--- config.mk ---
export PLATFORM = sky130hd
export DESIGN_NAME = imm_front
export DESIGN_NICKNAME = d
export VERILOG_FILES = /design/src/rtl/core/imm_pkg.sv /design/src/rtl/core/imm_front.sv
export SDC_FILE = /design/constraint.sdc
export NUM_CORES = 1
export LEC_CHECK = 0
export BUFFER_PORTS_ARGS = -buffer_cell sky130_fd_sc_hd__buf_2
export CAP_MARGIN = 10
export CORE_UTILIZATION = 45
export DETAILED_ROUTE_END_ITERATION = 6
export GPL_TIMING_DRIVEN = 0
export PLACE_DENSITY = 0.7
export SLEW_MARGIN = 15
export SYNTH_ARGS = -nofsm -noshare
export SYNTH_HDL_FRONTEND = slang
export SYNTH_SLANG_ARGS = --single-unit
export TNS_END_PERCENT = 50
--- constraint.sdc ---
create_clock -name clk -period 7.25 [get_ports clk]
set_clock_uncertainty 0.1 [all_clocks]
set_input_delay 0.725 -clock clk [delete_from_list [all_inputs] [get_ports clk]]
set_output_delay 0.725 -clock clk [all_outputs]
set_load 0.01 [all_outputs]
--- src/rtl/core/imm_pkg.sv ---
// Shared types, codes and helpers for the interpolating mixing matrix.
`timescale 1ns / 1ps
package imm_pkg;

  localparam int MaxChannelsDef = 8;

  typedef enum logic [2:0] {
    ACT_WRITE   = 3'd0,
    ACT_COMMIT  = 3'd1,
    ACT_READ    = 3'd2,
    ACT_PRELOAD = 3'd3,
    ACT_SAMPLE  = 3'd4
  } action_e;

  typedef enum logic [2:0] {
    OP_NONE,
    OP_WRITE,
    OP_COMMIT,
    OP_READ,
    OP_PRELOAD,
    OP_SAMPLE
  } op_e;

  typedef enum logic [2:0] {
    REG_GAIN_SCALE  = 3'd0,
    REG_OUT_COUNT   = 3'd1,
    REG_IN_COUNT    = 3'd2,
    REG_RAMP_FACTOR = 3'd3,
    REG_THRESHOLD   = 3'd4,
    REG_RAMP_STEPS  = 3'd5
  } reg_e;

  typedef enum logic [3:0] {
    ST_CLEAR,
    ST_IDLE,
    ST_EXEC,
    ST_RD_WAIT,
    ST_RD_EMIT,
    ST_CM_RD,
    ST_CM_MUL,
    ST_CM_GAP,
    ST_CM_WR,
    ST_CM_DONE,
    ST_SM_RD,
    ST_SM_MUL,
    ST_SM_WR,
    ST_SM_END,
    ST_EMIT
  } state_e;

  typedef struct packed {
    logic [2:0]         action;
    logic [2:0]         row_index;
    logic [2:0]         coeff_index;
    logic signed [23:0] value;
    logic               last_sample;
  } in_item_t;

  typedef struct packed {
    logic signed [23:0] result_value;
    logic [2:0]         result_channel;
    logic signed [15:0] step_count;
    logic               last_result;
  } out_item_t;

  typedef struct packed {
    op_e                op;
    logic [2:0]         row;
    logic [2:0]         col;
    logic signed [23:0] value;
    logic               last;
  } cmd_t;

  typedef struct packed {
    logic signed [23:0] gain_scale;
    logic [3:0]         out_count;
    logic [3:0]         in_count;
    logic [15:0]        ramp_factor;
    logic [30:0]        change_threshold;
    logic [14:0]        ramp_steps;
  } cfg_t;

  function automatic logic signed [31:0] sat32(input logic signed [33:0] x);
    if (x > 34'sd2147483647) return 32'sh7fffffff;
    if (x < -34'sd2147483648) return 32'sh80000000;
    return x[31:0];
  endfunction

  function automatic logic signed [23:0] sat24(input logic signed [31:0] x);
    if (x > 32'sd8388607) return 24'sh7fffff;
    if (x < -32'sd8388608) return 24'sh800000;
    return x[23:0];
  endfunction

endpackage

--- src/rtl/core/imm_front.sv ---
// Front end: accepts items, decodes the action and queues commands.
`timescale 1ns / 1ps
module imm_front
  import imm_pkg::*;
(
  input  logic     clk,
  input  logic     rst,
  input  logic     item_valid,
  output logic     item_stall,
  input  in_item_t item,
  input  logic     clearing,
  output logic     cmd_valid,
  output cmd_t     cmd,
  input  logic     cmd_pop
);

  cmd_t       queue [2];
  logic       wr_ptr;
  logic       rd_ptr;
  logic [1:0] count;
  logic       push;
  cmd_t       decoded;

  always_comb begin
    decoded.row   = item.row_index;
    decoded.col   = item.coeff_index;
    decoded.value = item.value;
    decoded.last  = item.last_sample;
    case (item.action)
      ACT_WRITE:   decoded.op = OP_WRITE;
      ACT_COMMIT:  decoded.op = OP_COMMIT;
      ACT_READ:    decoded.op = OP_READ;
      ACT_PRELOAD: decoded.op = OP_PRELOAD;
      ACT_SAMPLE:  decoded.op = OP_SAMPLE;
      default:     decoded.op = OP_NONE;
    endcase
  end

  assign item_stall = (count == 2'd2) || clearing;
  assign push       = item_valid && !item_stall;
  assign cmd_valid  = (count != 2'd0);
  assign cmd        = queue[rd_ptr];

  always_ff @(posedge clk) begin
    if (push) queue[wr_ptr] <= decoded;
  end

  always_ff @(posedge clk) begin
    if (rst) begin
      wr_ptr <= 1'b0;
      rd_ptr <= 1'b0;
      count  <= 2'd0;
    end else begin
      if (push) wr_ptr <= !wr_ptr;
      if (cmd_pop) rd_ptr <= !rd_ptr;
      count <= count + {1'b0, push} - {1'b0, cmd_pop};
    end
  end

endmodule

==> results of run 1 <==
## report_power, final
part | internal, mW | switching (mW)
clock | 0.152 | 0.135
combinational | 0.0696 | 0.0584
sequential | 0.484 | 0.00657
total | 0.706 | 0.200
## Yosys cell counts (all sizes together)
cell type / instances
buf: 4
nor2: 9
ha: 2
or2: 1
dfxtp: 5
nor2b: 1
mux2: 35
nor3: 1
nand2: 2
o21ai: 1
xor2: 1
nand3b: 1
or2b: 1
a21oi: 1
xnor2: 2
inv: 2
edfxtp: 68
nand2b: 1
and2: 1
## per-layer routing
layer	wire (µm)	up-vias
met2	2270	43
li1	-	706
met4	97	0
met3	195	10
met5	0	-
met1	1990	683
## cells by family (layout without fill, tap and decap cells)
kind of cell,count (synthesis),after routing
AND/OR/NAND/NOR,18,18
buffers and inverters,6,97
flip-flops,73,73
multiplexers,35,35
AO/OA/AOI/OAI,2,2
XOR/XNOR,3,3
adder cells (fa/ha/maj),2,2
## through the flow
stage	hold WS (ns)	area, µm²	util
floorplan	0.380	2890	-
global placement	0.393	3360	0.554
detailed placement	0.409	3430	0.565
CTS	0.429	3600	0.594
global route	0.455	3600	0.594
finish	0.429	3600	0.594
## worst register-to-register path: stages (launching register included)
cell and delay, ns:
dfxtp_1 0.34, nand2b_1 0.17, nand3b_4 0.14, nor2_4 0.47, buf_16 0.24
## how the worst min path moves through the flow
stage / from / endpoint / slack, ns / cells after the start
global route: item[0] / queue[1][0] / 0.46 / 1
detailed placement: rd_ptr / flop / 0.41 / 2
CTS: count[1] / count[1] / 0.43 / 2
finish: rd_ptr / rd_ptr / 0.43 / 2
global placement: rd_ptr / rd_ptr / 0.39 / 2
floorplan: rd_ptr / flop / 0.38 / 2
## state kept, by name (all words and copies together), names as in the netlist, named ones only
name    flops
queue      68
count       2
rd_ptr      1
wr_ptr      1
## final cells by class
cell class	count	area, µm²	share of cell area
Tap cell	75	93.8	0.0261
Multi-Input combinational cell	60	686	0.190
Clock inverter	6	50.0	0.0139
Clock buffer	9	124	0.0344
Buffer	4	71.3	0.0198
Timing Repair Buffer	76	425	0.118
Sequential cell	73	2140	0.595
Inverter	2	7.51	0.00209
==> metrics.cfg, run 1 <==
[worst_setup_path]
cp_max_fo=10
r2r_slack_ns=5.49
cp-end-kind=output pin
crit_end=cmd[15]
cpPeakStageDelay_ns=0.32
path_buf_inv=3
arrival_ns=1.42
reg2regPathDepth=4
r2r_end=queue[0][0]
path_depth=4
path_delay_family=buffers and inverters
start_kind=flop
critical_path_class=flop to output pin
crit_chain=buf_6 -> buf_12 -> mux2_4 -> buf_2
slowest_stage=dfxtp_1
required_ns=6.42
regToRegStartpoint=count[0]

[sta]
setup_viol=0
worst_pin_slew_ns=0.561
min_period_over_period=0.309
timing.final.max_slew_violations=0
hold_viol_final=0
rsz0062_at_grt=no
max-slew-margin-rel=0.625
worst_slack_ns=5.01
period_needed_ns=2.24
max_freq_ghz=0.446
fin_tns_setup_ns=0

[final_layout]
fillCellCount=497
instances_no_fill=305
drive_gt1_frac=0.565
fin_nets=267
diodes=0
final_cell_mix=74 x buf_2, 68 x edfxtp_1, 31 x mux2_4, 9 x clkbuf_8, 7 x nor2_1
syn2layout_area_growth_pct=24.5
final_common_cell=buf_2

[detailed_routing]
drt-total-wl_um=4550
ant_nets=0
drc=0
via_per_inst=4.73
vias=1442
firstDrtPassIters=4
wl_per_cell_um=14.9
drtIter0Drc=70

[floorplanning]
fp-row-count=28
initial_core_util=0.477
die_w_um=82.2
die_y_um=82.2
floorplan.die_area_um2=6750
io-pin-count=75
core_area_um2=6060

[global_route]
grt_pass1_wl_um=7030
use_met3=0.0396
top_usage_layer=met2
grt_max_degree=20
globalRouteMet1Util=0.188
grt_util_met2=0.231
grt_pass1_vias=1420
grt_overflow=0
grt.total_usage=0.149
grt_antenna_before_repair=0

[synth]
synth-simple-area-share=0.0342
synth-seq-cells=73
synth-compound-area-share=0.00346
synthesis.nets=180
avgSynthCellArea_um2=20.8
netlist.area_leader.share=0.706
synth_xor_xnor_area_share=0.00909
yosysUniqueCellTypes=21
synthAdderAreaFrac=0.00865
yosysSeqAreaShare=0.741
ys_top_cells_by_area=edfxtp_1 71%, mux2_4 16%, dfxtp_1 3.5%
synth_top_area_cell=edfxtp_1
synthMuxAreaShare=0.177
syn_inst=139
syn_area_um2=2890
synth_top_family_by_area=multiplexers
ys_warn_count=0

[placement]
post-dp-hpwl_um=3170
gp_congestion=0.659
placed_cells=290
dp_worst_setup_slack_ns=5.08
io_buffers=74

[pwr]
p_leak_nw=1.44
peakVddDrop_uv=135
powerDensity_nw_per_um2=251
power_mw=0.905

[worst_hold_path]
min_path_type=flop to flop

[clock_tree]
cts_buffers=9
root_buffer=clkbuf_8
cts_resized=0
clock-sinks=73
h-tree-depth=3
postCtsSetupBuffers=0
cts.clk_slew.worst_paths_ns=0.06
clock_path_buffers=2
clkLatencyLatePin_ns=0.33
cts_tree=done
cts_hold_buf=0

[run]
drv_cap=0

[outcome]
status=finished clean

(Power assumes the default switching activity.)
==> run 2, diff against run 1 <==
ABC_AREA = 1   (was default)
clock period = 2.28 ns   (was 7.25 ns; I/O delays follow)
==> run 2 against run 1 <==
Net effect: synthesized cell count up 7.2%; non-clock buffer count rose by 31; setup slack got worse by 4.5 ns; first-iteration DRC count increased by 47%; design area up 8.8%; die area decreased by 0.17%; critical path type is now flop to flop; critical endpoint is now queue[0][19]; largest cell class unchanged; highest routed layer unchanged.
==> metrics.cfg, run 2 <==
[clock_tree]
cts.clk_slew.worst_paths_ns=0.07  ; about the same
clock-sinks=73  ; unchanged
cts_tree=done
cts_buffers=9  ; unchanged
clkLatencyLatePin_ns=0.33  ; about the same
clock_path_buffers=2  ; unchanged
h-tree-depth=3  ; unchanged
root_buffer=clkbuf_8

[synth]
yosysMostFrequentCell=edfxtp_1
avgSynthCellArea_um2=19.4  ; -6.9%
ys_warn_count=0  ; unchanged
synth_flop_cell=edfxtp_1
async_reset_ff_frac=0  ; unchanged
synth-seq-cells=73  ; unchanged
yosysSeqAreaShare=0.742  ; +0.00128
synth_top_area_cell=edfxtp_1
yosysUniqueCellTypes=16  ; -24%
ys_top_cells_by_area=edfxtp_1 71%, mux2_4 16%, dfxtp_1 3.5%
syn_inst=149  ; +7.2%
netlist.area_leader.share=0.707  ; +0.00122
synthesis.nets=190  ; +5.6%
synth_edf_count=68  ; unchanged
syn_area_um2=2890  ; -0.17%
synth_top_cells_by_count=68 x edfxtp_1, 30 x mux2_4, 11 x inv_1

[final_layout]
largest_reg_flops=68  ; unchanged
seqCellArea_um2=2140  ; unchanged
instances_no_fill=347  ; +14%
top_register=queue
top_regs=queue (68), count (2)
post-route-util=0.646  ; +0.0520
drive_gt1_frac=0.474  ; -0.0910
diodes=0  ; unchanged
fin_nets=308  ; +15%
final_cell_mix=74 x buf_2, 68 x edfxtp_1, 32 x dlygate4sd3_1, 30 x mux2_4
design_area_um2=3920  ; +8.8%
syn2layout_area_growth_pct=35.6
final_common_cell=buf_2
multi_input_comb_area_um2=639  ; -6.8%
fillCellCount=452  ; -9.1%

[worst_setup_path]
start_kind=flop
cp-end-kind=flop
r2r_end=queue[0][19]
cp_max_fo=18  ; +8
regToRegStartpoint=count[0]
r2r_slack_ns=0.53  ; -4.96 ns
reg2regPathDepth=5  ; +1
critical_path_class=flop to flop
arrival_ns=1.69  ; +0.27 ns
required_ns=2.22  ; -4.20 ns

[detailed_routing]
firstDrtPassIters=4  ; unchanged
drc=0  ; unchanged
drtIter0Drc=103  ; +47%
wl_per_cell_um=14.8  ; -0.62%
vias=1617  ; +12%
drt-total-wl_um=5150  ; +13%
via_per_inst=4.66  ; -1.4%
ant_nets=0  ; unchanged

[floorplanning]
die_w_um=82.1  ; about the same
floorplan.die_area_um2=6740  ; -0.17%
io-pin-count=75  ; unchanged
fp-row-count=28  ; unchanged
core_area_um2=6060  ; unchanged
die_y_um=82.1  ; about the same
initial_core_util=0.476  ; -0.000826

[sta]
fin_tns_setup_ns=0  ; unchanged
period_needed_ns=1.75
max-slew-margin-rel=0.481  ; -0.145
hold_viol_final=0  ; unchanged
rsz0062_at_grt=no
max_freq_ghz=0.571
worst_pin_slew_ns=0.778  ; +0.217 ns
worst_slack_ns=0.530  ; -4.48 ns
holdWs_ns=0.0944  ; -0.335 ns
timing.final.max_slew_violations=0  ; unchanged
min_period_over_period=0.768
setup_viol=0  ; unchanged

[worst_hold_path]
worstHoldPathCells=3  ; +1
min_path_type=input pin to flop
holdCritStartpoint=cmd_pop
hold_path_end=rd_ptr

[global_route]
grt_antenna_before_repair=0  ; unchanged
grt_overflow=0  ; unchanged
grt_pass1_wl_um=7600  ; +8.0%
grt_max_degree=35  ; +75%
grt.total_usage=0.162  ; +0.0128
grt_pass1_vias=1608  ; +13%

[placement]
io_buffers=74  ; unchanged
placed_area_um2=3390  ; -1.2%
placed_cells=299  ; +3.1%
dp_worst_setup_slack_ns=0.492  ; -4.58 ns
post-dp-hpwl_um=3250  ; +2.4%
gp_congestion=0.692  ; +5.1%

[pwr]
switchingPower_mw=0.657  ; +230%
p_leak_nw=1.60  ; +11%
peakVddDrop_uv=462  ; +240%
seqPwrFrac=0.511  ; -0.031
swShare=0.217  ; -0.00404
intPower_mw=2.38  ; +240%
comb_power_share=0.141  ; about the same
clockPowerShare=0.347  ; +0.031
powerDensity_nw_per_um2=775  ; +210%
power_mw=3.03  ; +240%

[outcome]
status=finished clean

[run]
drv_cap=0  ; unchanged

-- run 2: changes by cell type after synthesis, sizes merged, moves of 2 or more --
cell	delta
nor2	-2
nand3	+2
inv	+9
nand2	+8
-- run 2: routing by layer --
layer,track usage,share of wire,up-vias
li1,-,-,789
met1,0.181,0.40,779
met2,0.288,0.55,40
met3,0.0308,0.033,9
met4,0.0965,0.019,0
met5,0,0,-
-- run 2: cell type report --
class | count | area share
Timing Repair Buffer | 107 | 0.183
Buffer | 4 | 0.0182
Tap cell | 75 | 0.0240
Clock inverter | 7 | 0.0217
Clock buffer | 9 | 0.0316
Inverter | 11 | 0.0105
Multi-Input combinational cell | 61 | 0.163
Sequential cell | 73 | 0.547
-- run 2: cell families after synthesis --
group           Yosys count  share of synthesized area
xor+xnor                  1                    0.00303
flops                    73                      0.742
simple gates             21                     0.0303
mux                      34                      0.172
compound gates            3                    0.00520
fa+ha+maj                 2                    0.00867
buf+inv                  15                     0.0390
-- run 2: worst max-delay path by stage --
stage,slack [ns],start,end
floorplan,0.31,count[0],queue[0][0]
global placement,-0.24,count[0],queue[0][14]
detailed placement,0.49,count[0],queue[0][17]
CTS,0.50,count[0],queue[0][17]
global route,0.40,count[0],queue[0][19]
finish,0.53,count[0],queue[0][19]
-- run 2: power groups by stage --
stage	Clock [mW]	Sequential (mW)	Combinational [mW]
after global routing	1.13	1.56	0.468
final	1.05	1.55	0.428
after floorplan	0	1.58	0.248
after CTS	1.08	1.55	0.433
after global placement	0	1.58	0.372
after detailed placement	0	1.58	0.390
-- run 2: worst max-delay path: stages, from the launching register on --
cell and delay (ns):
dfxtp_1 0.34, inv_1 0.06, nand2_1 0.09, nand3_1 0.17, nor2_4 0.47, buf_16 0.23
-- run 2: repair_timing --
item                                   4_1_cts  5_1_grt
hold buffers                                32        0
endpoints found under the hold margin       64        0
setup endpoints to repair                    0        0
resized for setup                            0        0
buffers inserted                             0        0
